### src/hdl/dq_pkg.sv
`timescale 1ns / 1ps
package dq_pkg;

	// storage geometry
	localparam int DEPTH = 16;
	localparam int ELEM_W = 32;

	// fixed field widths
	localparam int REQ_W = 4;
	localparam int DATA_W = 32;
	localparam int POS_W = 4;
	localparam int PWDATA_W = 32;
	localparam int PADDR_W = 3;

	// derived widths
	localparam int IDX_W = (DEPTH > 1) ? $clog2(DEPTH) : 1;
	localparam int CNT_W = $clog2(DEPTH + 1);
	localparam int NUM_W = ((IDX_W > POS_W) ? IDX_W : POS_W) + 1;
	localparam int STEP_W = $clog2(NUM_W + 1);

	// register index (word address)
	localparam logic [PADDR_W-3:0] REG_CAP = '0;

	typedef enum logic [REQ_W-1:0] {
		REQ_PUSH_HEAD = 4'd0,
		REQ_PUSH_TAIL = 4'd1,
		REQ_POP_HEAD  = 4'd2,
		REQ_POP_TAIL  = 4'd3,
		REQ_DROP_HEAD = 4'd4,
		REQ_DROP_TAIL = 4'd5,
		REQ_READ_AT   = 4'd6,
		REQ_READ_HEAD = 4'd7,
		REQ_READ_TAIL = 4'd8,
		REQ_CLEAR     = 4'd9
	} req_t;

	typedef enum logic [2:0] {
		ST_IDLE,
		ST_START,
		ST_MOD,
		ST_MEM,
		ST_DATA,
		ST_RESP
	} state_t;

	typedef struct packed {
		logic load;
		logic mod_start;
		logic commit;
		logic capture;
	} cmd_t;

	typedef struct packed {
		logic mod_done;
	} status_t;

endpackage

### src/hdl/dq_ram.sv
`timescale 1ns / 1ps
module dq_ram #(
	parameter int WIDTH = 32,
	parameter int DEPTH = 16
) (
	input  logic                                      clk,
	input  logic                                      we,
	input  logic [((DEPTH > 1) ? $clog2(DEPTH) : 1)-1:0] addr,
	input  logic [WIDTH-1:0]                          wdata,
	output logic [WIDTH-1:0]                          rdata
);

	logic [WIDTH-1:0] mem_q [DEPTH];
	logic [WIDTH-1:0] rdata_q;

	always_ff @(posedge clk) begin
		if (we) begin
			mem_q[addr] <= wdata;
		end
		rdata_q <= mem_q[addr];
	end

	assign rdata = rdata_q;

endmodule

### src/hdl/dq_mod.sv
`timescale 1ns / 1ps
// Restoring remainder, one numerator bit per cycle.
module dq_mod (
	input  logic                     clk,
	input  logic                     arst_n,
	input  logic                     start,
	input  logic [dq_pkg::NUM_W-1:0] num,
	input  logic [dq_pkg::CNT_W-1:0] den,
	output logic                     busy,
	output logic [dq_pkg::CNT_W-1:0] rem
);

	logic                      busy_q;
	logic [dq_pkg::STEP_W-1:0] step_q;
	logic [dq_pkg::NUM_W-1:0]  num_q;
	logic [dq_pkg::CNT_W-1:0]  den_q;
	logic [dq_pkg::CNT_W-1:0]  rem_q;
	logic [dq_pkg::CNT_W:0]    trial;
	logic [dq_pkg::CNT_W:0]    diff;

	assign trial = {rem_q, num_q[dq_pkg::NUM_W-1]};
	assign diff = trial - {1'b0, den_q};

	always_ff @(posedge clk or negedge arst_n) begin
		if (!arst_n) begin
			busy_q <= 1'b0;
			step_q <= '0;
		end else if (start) begin
			busy_q <= 1'b1;
			step_q <= dq_pkg::STEP_W'(dq_pkg::NUM_W);
		end else if (busy_q) begin
			step_q <= step_q - dq_pkg::STEP_W'(1);
			if (step_q == dq_pkg::STEP_W'(1)) begin
				busy_q <= 1'b0;
			end
		end
	end

	always_ff @(posedge clk) begin
		if (start) begin
			num_q <= num;
			den_q <= den;
			rem_q <= '0;
		end else if (busy_q) begin
			num_q <= {num_q[dq_pkg::NUM_W-2:0], 1'b0};
			if (trial >= {1'b0, den_q}) begin
				rem_q <= diff[dq_pkg::CNT_W-1:0];
			end else begin
				rem_q <= trial[dq_pkg::CNT_W-1:0];
			end
		end
	end

	assign busy = busy_q;
	assign rem = rem_q;

endmodule

### src/hdl/dq_ctrl.sv
`timescale 1ns / 1ps
module dq_ctrl (
	input  logic             clk,
	input  logic             arst_n,
	input  logic             req_valid,
	output logic             req_ready,
	output logic             rsp_valid,
	input  logic             rsp_ready,
	input  dq_pkg::status_t  status,
	output dq_pkg::cmd_t     cmd
);

	dq_pkg::state_t state_q;
	dq_pkg::state_t state_d;

	always_ff @(posedge clk or negedge arst_n) begin
		if (!arst_n) begin
			state_q <= dq_pkg::ST_IDLE;
		end else begin
			state_q <= state_d;
		end
	end

	always_comb begin
		state_d = state_q;
		unique case (state_q)
			dq_pkg::ST_IDLE: begin
				if (req_valid) state_d = dq_pkg::ST_START;
			end
			dq_pkg::ST_START: state_d = dq_pkg::ST_MOD;
			dq_pkg::ST_MOD: begin
				if (status.mod_done) state_d = dq_pkg::ST_MEM;
			end
			dq_pkg::ST_MEM: state_d = dq_pkg::ST_DATA;
			dq_pkg::ST_DATA: state_d = dq_pkg::ST_RESP;
			dq_pkg::ST_RESP: begin
				if (rsp_ready) state_d = dq_pkg::ST_IDLE;
			end
			default: state_d = dq_pkg::ST_IDLE;
		endcase
	end

	always_comb begin
		cmd = '0;
		req_ready = 1'b0;
		rsp_valid = 1'b0;
		unique case (state_q)
			dq_pkg::ST_IDLE: begin
				req_ready = 1'b1;
				cmd.load = req_valid;
			end
			dq_pkg::ST_START: cmd.mod_start = 1'b1;
			dq_pkg::ST_MOD: ;
			dq_pkg::ST_MEM: cmd.commit = 1'b1;
			dq_pkg::ST_DATA: cmd.capture = 1'b1;
			dq_pkg::ST_RESP: rsp_valid = 1'b1;
			default: ;
		endcase
	end

endmodule

### src/hdl/dq_dp.sv
`timescale 1ns / 1ps
module dq_dp (
	input  logic                         clk,
	input  logic                         arst_n,
	input  dq_pkg::cmd_t                 cmd,
	output dq_pkg::status_t              status,
	input  logic [dq_pkg::REQ_W-1:0]     req_type,
	input  logic [dq_pkg::DATA_W-1:0]    item_in,
	input  logic [dq_pkg::POS_W-1:0]     position,
	output logic                         ok,
	output logic [dq_pkg::DATA_W-1:0]    item_out,
	output logic [dq_pkg::CNT_W-1:0]     fill_count,
	input  logic                         psel,
	input  logic                         penable,
	input  logic                         pwrite,
	input  logic [dq_pkg::PADDR_W-1:0]   paddr,
	input  logic [dq_pkg::PWDATA_W-1:0]  pwdata,
	output logic [dq_pkg::PWDATA_W-1:0]  prdata
);

	logic [dq_pkg::REQ_W-1:0]  req_q;
	logic [dq_pkg::ELEM_W-1:0] item_q;
	logic [dq_pkg::POS_W-1:0]  pos_q;
	logic [dq_pkg::CNT_W-1:0]  cap_q;
	logic [dq_pkg::CNT_W-1:0]  cap_eff;
	logic [dq_pkg::IDX_W-1:0]  head_q, tail_q;
	logic [dq_pkg::CNT_W-1:0]  count_q;
	logic [dq_pkg::IDX_W-1:0]  head_d, tail_d;
	logic [dq_pkg::CNT_W-1:0]  count_d;
	logic                      ok_now, rd_now;
	logic                      ok_keep_q, rd_keep_q;
	logic [dq_pkg::NUM_W-1:0]  num;
	logic                      mod_busy;
	logic [dq_pkg::CNT_W-1:0]  mod_rem;
	logic [dq_pkg::IDX_W-1:0]  rem_idx;
	logic                      ram_we;
	logic [dq_pkg::IDX_W-1:0]  ram_addr;
	logic [dq_pkg::ELEM_W-1:0] ram_rdata;
	logic                      ok_q;
	logic [dq_pkg::DATA_W-1:0] item_out_q;
	logic [dq_pkg::CNT_W-1:0]  fill_q;
	logic                      cap_sel;
	logic                      can_take;
	logic [dq_pkg::NUM_W-1:0]  head_w, tail_w, cap_w;

	// configuration
	assign cap_sel = (paddr[dq_pkg::PADDR_W-1:2] == dq_pkg::REG_CAP);

	always_ff @(posedge clk or negedge arst_n) begin
		if (!arst_n) begin
			cap_q <= dq_pkg::CNT_W'(dq_pkg::DEPTH);
		end else if (psel && penable && pwrite && cap_sel) begin
			cap_q <= pwdata[dq_pkg::CNT_W-1:0];
		end
	end

	assign prdata = cap_sel ? dq_pkg::PWDATA_W'(cap_q) : '0;

	// zero acts as one, oversize acts as full storage
	always_comb begin
		if (cap_q == '0) begin
			cap_eff = dq_pkg::CNT_W'(1);
		end else if (cap_q > dq_pkg::CNT_W'(dq_pkg::DEPTH)) begin
			cap_eff = dq_pkg::CNT_W'(dq_pkg::DEPTH);
		end else begin
			cap_eff = cap_q;
		end
	end

	// request word
	always_ff @(posedge clk) begin
		if (cmd.load) begin
			req_q <= req_type;
			item_q <= item_in[dq_pkg::ELEM_W-1:0];
			pos_q <= position;
		end
	end

	assign head_w = dq_pkg::NUM_W'(head_q);
	assign tail_w = dq_pkg::NUM_W'(tail_q);
	assign cap_w = dq_pkg::NUM_W'(cap_eff);
	assign can_take = (count_q != '0) && (count_q <= cap_eff);

	// success check and ring-step numerator
	always_comb begin
		ok_now = 1'b0;
		rd_now = 1'b0;
		num = '0;
		unique case (req_q)
			dq_pkg::REQ_PUSH_HEAD: begin
				ok_now = count_q < cap_eff;
				num = head_w + cap_w - dq_pkg::NUM_W'(1);
			end
			dq_pkg::REQ_PUSH_TAIL: begin
				ok_now = count_q < cap_eff;
				num = tail_w + dq_pkg::NUM_W'(1);
			end
			dq_pkg::REQ_POP_HEAD, dq_pkg::REQ_READ_HEAD: begin
				ok_now = can_take;
				rd_now = 1'b1;
				num = head_w + dq_pkg::NUM_W'(1);
			end
			dq_pkg::REQ_DROP_HEAD: begin
				ok_now = can_take;
				num = head_w + dq_pkg::NUM_W'(1);
			end
			dq_pkg::REQ_POP_TAIL, dq_pkg::REQ_READ_TAIL: begin
				ok_now = can_take;
				rd_now = 1'b1;
				num = tail_w + cap_w - dq_pkg::NUM_W'(1);
			end
			dq_pkg::REQ_DROP_TAIL: begin
				ok_now = can_take;
				num = tail_w + cap_w - dq_pkg::NUM_W'(1);
			end
			dq_pkg::REQ_READ_AT: begin
				ok_now = dq_pkg::NUM_W'(pos_q) < dq_pkg::NUM_W'(count_q);
				rd_now = 1'b1;
				num = head_w + dq_pkg::NUM_W'(pos_q);
			end
			dq_pkg::REQ_CLEAR: ok_now = 1'b1;
			default: ;
		endcase
	end

	dq_mod u_mod (
		.clk    (clk),
		.arst_n (arst_n),
		.start  (cmd.mod_start),
		.num    (num),
		.den    (cap_eff),
		.busy   (mod_busy),
		.rem    (mod_rem)
	);

	assign status.mod_done = !mod_busy;
	assign rem_idx = mod_rem[dq_pkg::IDX_W-1:0];

	// pointer update and store access
	always_comb begin
		head_d = head_q;
		tail_d = tail_q;
		count_d = count_q;
		ram_we = 1'b0;
		ram_addr = head_q;
		unique case (req_q)
			dq_pkg::REQ_PUSH_HEAD: begin
				ram_addr = rem_idx;
				ram_we = ok_now;
				head_d = rem_idx;
				count_d = count_q + dq_pkg::CNT_W'(1);
			end
			dq_pkg::REQ_PUSH_TAIL: begin
				ram_addr = tail_q;
				ram_we = ok_now;
				tail_d = rem_idx;
				count_d = count_q + dq_pkg::CNT_W'(1);
			end
			dq_pkg::REQ_POP_HEAD, dq_pkg::REQ_DROP_HEAD: begin
				head_d = rem_idx;
				count_d = count_q - dq_pkg::CNT_W'(1);
			end
			dq_pkg::REQ_POP_TAIL, dq_pkg::REQ_DROP_TAIL: begin
				ram_addr = rem_idx;
				tail_d = rem_idx;
				count_d = count_q - dq_pkg::CNT_W'(1);
			end
			dq_pkg::REQ_READ_TAIL, dq_pkg::REQ_READ_AT: ram_addr = rem_idx;
			dq_pkg::REQ_CLEAR: begin
				head_d = '0;
				tail_d = '0;
				count_d = '0;
			end
			default: ;
		endcase
	end

	always_ff @(posedge clk or negedge arst_n) begin
		if (!arst_n) begin
			head_q <= '0;
			tail_q <= '0;
			count_q <= '0;
		end else if (cmd.commit && ok_now) begin
			head_q <= head_d;
			tail_q <= tail_d;
			count_q <= count_d;
		end
	end

	dq_ram #(
		.WIDTH (dq_pkg::ELEM_W),
		.DEPTH (dq_pkg::DEPTH)
	) u_ram (
		.clk   (clk),
		.we    (cmd.commit && ram_we),
		.addr  (ram_addr),
		.wdata (item_q),
		.rdata (ram_rdata)
	);

	// ok is taken before the commit changes the count
	always_ff @(posedge clk) begin
		if (cmd.commit) begin
			ok_keep_q <= ok_now;
			rd_keep_q <= rd_now;
		end
	end

	always_ff @(posedge clk) begin
		if (cmd.capture) begin
			ok_q <= ok_keep_q;
			item_out_q <= (ok_keep_q && rd_keep_q) ? dq_pkg::DATA_W'(ram_rdata) : '0;
			fill_q <= count_q;
		end
	end

	assign ok = ok_q;
	assign item_out = item_out_q;
	assign fill_count = fill_q;

endmodule

### src/hdl/ring_buffer_deque.sv
`timescale 1ns / 1ps
// Double-ended queue on a ring of DEPTH entries.
// Request channel (req_valid/req_ready): req_type, item_in, position.
// Response channel (rsp_valid/rsp_ready): ok, item_out, fill_count; one
// response word per request, in order.
// Capacity in use sits at byte address 0 of the APB port; clear the queue
// after changing it. pready is tied high.
// One request is handled at a time. Each request runs one ring-index
// remainder (next/previous pointer, or head plus position, modulo capacity)
// on a serial unit that takes one numerator bit per cycle. After the request
// word is accepted the controller steps through START, MOD, MEM and DATA
// before the response is valid in RESP; req_ready returns the cycle after
// the response is taken.
// While the receiver stalls the response word holds and req_ready stays low.
// Reset empties the queue (head, tail and count at zero), sets capacity to
// DEPTH and leaves the entry store as it was; entries never written read
// as unknown data.
module ring_buffer_deque (
	input  logic                         clk,
	input  logic                         arst_n,
	input  logic                         req_valid,
	output logic                         req_ready,
	input  logic [dq_pkg::REQ_W-1:0]     req_type,
	input  logic [dq_pkg::DATA_W-1:0]    item_in,
	input  logic [dq_pkg::POS_W-1:0]     position,
	output logic                         rsp_valid,
	input  logic                         rsp_ready,
	output logic                         ok,
	output logic [dq_pkg::DATA_W-1:0]    item_out,
	output logic [dq_pkg::CNT_W-1:0]     fill_count,
	input  logic                         psel,
	input  logic                         penable,
	input  logic                         pwrite,
	input  logic [dq_pkg::PADDR_W-1:0]   paddr,
	input  logic [dq_pkg::PWDATA_W-1:0]  pwdata,
	output logic [dq_pkg::PWDATA_W-1:0]  prdata,
	output logic                         pready
);

	dq_pkg::cmd_t    cmd;
	dq_pkg::status_t status;

	assign pready = 1'b1;

	dq_ctrl u_ctrl (
		.clk       (clk),
		.arst_n    (arst_n),
		.req_valid (req_valid),
		.req_ready (req_ready),
		.rsp_valid (rsp_valid),
		.rsp_ready (rsp_ready),
		.status    (status),
		.cmd       (cmd)
	);

	dq_dp u_dp (
		.clk        (clk),
		.arst_n     (arst_n),
		.cmd        (cmd),
		.status     (status),
		.req_type   (req_type),
		.item_in    (item_in),
		.position   (position),
		.ok         (ok),
		.item_out   (item_out),
		.fill_count (fill_count),
		.psel       (psel),
		.penable    (penable),
		.pwrite     (pwrite),
		.paddr      (paddr),
		.pwdata     (pwdata),
		.prdata     (prdata)
	);

endmodule

### config.mk
export PLATFORM = sky130hd
export DESIGN_NAME = ring_buffer_deque
export DESIGN_NICKNAME = d
export VERILOG_FILES = /design/src/hdl/dq_pkg.sv /design/src/hdl/dq_ram.sv /design/src/hdl/dq_mod.sv /design/src/hdl/dq_ctrl.sv /design/src/hdl/dq_dp.sv /design/src/hdl/ring_buffer_deque.sv
export SDC_FILE = /design/constraint.sdc
export NUM_CORES = 1
export LEC_CHECK = 0
export BUFFER_PORTS_ARGS = -buffer_cell sky130_fd_sc_hd__buf_2
export CORE_ASPECT_RATIO = 1.75
export CORE_MARGIN = 1
export CORE_UTILIZATION = 51
export DETAILED_ROUTE_END_ITERATION = 6
export PLACE_DENSITY = 0.69
export SLEW_MARGIN = 30
export SYNTH_ARGS = -nofsm -noshare
export SYNTH_HDL_FRONTEND = slang
export SYNTH_SLANG_ARGS = --single-unit
### constraint.sdc
create_clock -name clk -period 13 [get_ports clk]
set_input_delay 1.3 -clock clk [delete_from_list [all_inputs] [get_ports clk]]
set_output_delay 1.3 -clock clk [all_outputs]
set_load 0.1 [all_outputs]
==> results.sh <==
export IMPL_track_usage=0.2125
export IMPL_fp_coreArea_um2=50460
export IMPL_required_ns=13.24
export IMPL_dp_hpwl_um=31250
export IMPL_die_x_um=172.9
export IMPL_netlist_instances=1361
export IMPL_peakVddDrop_mv=0.1797
export IMPL_wl_um=54100
export IMPL_fp_row_count=109
export IMPL_holdCritStartpoint="u_dp.cap_q[0]"
export IMPL_cts_hold_buf=0
export IMPL_slew_viol_final=0
export IMPL_max_freq_mhz=212.6
export IMPL_cp_data_arrival_time_ns=4.94
export IMPL_postSynth_asyncResetShare=0.03765
export IMPL_ant_nets=0
export IMPL_post_cts_buffers=0
export IMPL_synth_largest_area_cell="edfxtp_1"
export IMPL_hold_path_depth=1
export IMPL_place_gp_congestion=0.8368
export IMPL_synth_area_um2=26070
export IMPL_num_io_pins=155
export IMPL_cellLeakagePower_nw=10.24
export IMPL_slew_headroom=0.4286
export IMPL_htree_levels=2
export IMPL_min_period_ns=4.703
export IMPL_clk_path_buf_depth=3
export IMPL_die_h_um=301.1
export IMPL_powerDensity_nw_per_um2=210.6
export IMPL_clk_latency_ns=0.60
export IMPL_final_setup_worst_slack_ns=8.297
export IMPL_post_route_period_util=0.3617
export IMPL_synth_top_area_share=0.6934
export IMPL_vias=12822
export IMPL_synth_main_ff_cell="edfxtp_1"
export IMPL_drc=0
export IMPL_routedWlPerCell_um=24.65
export IMPL_firstDrtPassIters=5
export IMPL_fin_worst_skew_ns=0.01856
export IMPL_status="complete, no violations"
export IMPL_holdCritPathClass="register to register"
export IMPL_r2r_end="u_dp.u_ram.mem_q[10][7]"
export IMPL_cts_buffers=56
export IMPL_viasPerCell=5.841
export IMPL_final_cell_mix="edfxtp_1 (602), mux4_2 (128), buf_2 (97)"
export IMPL_fin_tns_setup_ns=0
export IMPL_layout_drive_gt1_share=0.2533
export IMPL_layout_nets=1604
export IMPL_cts_tree="done"
export IMPL_reg2reg_slack_ns=8.30
export IMPL_drt_iter0_drc=1127
export IMPL_setup_viol=0
export IMPL_clock_sinks=664
export IMPL_drv_cap=0
export IMPL_hold_viol=0
export IMPL_synthTopCellsByArea="edfxtp_1 (69%), mux4_2 (11%), dfxtp_1 (2.8%)"
export IMPL_final_common_cell="edfxtp_1"
export IMPL_overflow=0
export IMPL_portBuffers=97
export IMPL_timing_rr_start="u_dp.req_q[1]"
export IMPL_synthToLayoutAreaGrowth_pct=12.23
export IMPL_grt_max_degree=104
export IMPL_grt_pass1_vias=13410
export IMPL_critical_path_class="register to register"
export IMPL_yosys_register_bits=664
export IMPL_yosysSeqAreaShare=0.7458
export IMPL_worstRegToRegCells=10
export IMPL_rsz0062_at_grt="no"
export IMPL_start_kind="register"
export IMPL_dieArea_um2=52060
export IMPL_cp_max_fo=33
export IMPL_cts_resized_gates=0
export IMPL_endpoint_kind="register"
export IMPL_synth_warning_count=0
export IMPL_clockRootBuffer="clkbuf_16"
export IMPL_start_util=0.5167
export IMPL_fin_util=0.5798
export IMPL_antenna_found_initial=1
export IMPL_synth_edf_count=602
export IMPL_netlist_cell_type_count=66
export IMPL_dp_slack_ns=8.338
export IMPL_syn_area_per_cell_um2=19.16
export IMPL_worstHoldEndpoint="u_dp.cap_q[0]"
export IMPL_tightestPinTransition_ns=0.8571
export IMPL_clk_pin_slew_ns=0.07
export IMPL_grt_pass1_wl_um=81790
[sequential cells by signal (all words and copies together) (netlist names), 3 cells and up]
signal and cells:
u_dp.head_q 4, u_dp.u_mod.den_q 5, u_dp.u_mod.rem 5, u_dp.pos_q 4, u_dp.item_out 32, u_dp.item_q 32
u_dp.fill_count 5, u_dp.u_mod.num_q 5, u_dp.u_ram.rdata 32, u_ctrl.state_q 3, u_dp.u_mod.step_q 3, u_dp.cap_q 5
u_dp.req_q 4, u_dp.tail_q 4, u_dp.count_q 5, u_dp.u_ram.mem_q 512
[power breakdown]
group | internal, W | switching (W) | total [W]
sequential | 0.00257 | 0.000164 | 0.00274
combinational | 0.000673 | 0.00103 | 0.00170
clock | 0.000988 | 0.000735 | 0.00172
[cell usage after synthesis (3+ instances only)]
library cell and number:
nand2_1 55, and3_1 34, inv_1 48, mux4_2 128
mux2i_1 7, a21o_1 9, buf_6 8, nand2b_1 7
buf_2 11, buf_4 36, a211oi_1 4, nand3_1 9
dfrtp_1 24, dfxtp_1 37, a221oi_1 4, a22oi_1 64
fa_1 5, o21a_1 3, xor2_1 10, nor2_1 43
xnor2_1 8, ha_1 37, and2_1 6, mux2_2 13
a21oi_1 24, o31ai_1 3, edfxtp_1 602, clkbuf_1 36
nor3_1 14, nor2b_1 15, o21ai_0 13
[worst max-delay path by stage]
stage	slack, ns	cells after the start	end	start
floorplan	8.28	11	u_dp.u_ram.mem_q[3][0]	u_dp.cap_q[4]
global placement	8.42	10	u_dp.u_ram.mem_q[7][7]	u_dp.req_q[1]
detailed placement	8.34	10	u_dp.u_ram.mem_q[7][8]	u_dp.req_q[1]
CTS	8.31	10	u_dp.u_ram.mem_q[7][7]	u_dp.req_q[1]
global route	8.13	10	u_dp.u_ram.mem_q[7][7]	u_dp.req_q[1]
finish	8.30	10	u_dp.u_ram.mem_q[10][7]	u_dp.req_q[1]
[area by class of cell]
cell class | count | area, µm²
repair buffers | 129 | 762.0
multi-input cells | 580 | 6126
well taps | 666 | 833.3
clock inverters | 28 | 330.3
fillers | 3732 | 21200
diodes | 1 | 2.502
flip-flops and latches | 664 | 19440
clock buffers | 78 | 1577
inverters | 49 | 183.9
[worst max-delay path: stages (launching register included)]
cell and delay (ns):
edfxtp_1 0.81, and3b_1 0.27, a21oi_2 0.19, o21ai_4 0.11, a22o_1 0.24, a21oi_1 0.40
nor2b_4 0.23, buf_4 0.52, nand3_1 0.43, nor2_4 0.59, buf_4 0.51
[per-stage QoR]
| step | instances | total power (W) | hold slack (ns) | cell area (µm²) |
|---|---|---|---|---|
| floorplan | 1387 | 0.004070 | 0.4804 | 26170 |
| global placement | 2087 | 0.004455 | 0.5076 | 27320 |
| detailed placement | 2088 | 0.004504 | 0.5188 | 27350 |
| CTS | 2194 | 0.006225 | 0.5297 | 29250 |
| global route | 2194 | 0.006443 | 0.5533 | 29260 |
| finish | 2195 | 0.006161 | 0.5304 | 29260 |
[metal layers]
metal / vias up / global-route usage / wire, µm
met2: 473 / 0.3801 / 28790
met4: 0 / 0.08386 / 1927
met3: 115 / 0.02648 / 3005
met1: 6637 / 0.2636 / 20370
met5: - / 0 / 0
li1: 5597 / - / -
[kinds of logic after synthesis]
| logic type | after synthesis | synth area share |
|---|---|---|
| AND/OR/NAND/NOR | 198 | 0.03772 |
| other | 2 | 0.0002881 |
| buffers and inverters | 143 | 0.02889 |
| flip-flops | 664 | 0.7458 |
| AO/OA/AOI/OAI | 146 | 0.04075 |
| XOR/XNOR | 18 | 0.006047 |
| adder cells (fa/ha/maj) | 42 | 0.02160 |
| multiplexers | 148 | 0.1189 |
Note: power is estimated with default switching activity, not from simulation.
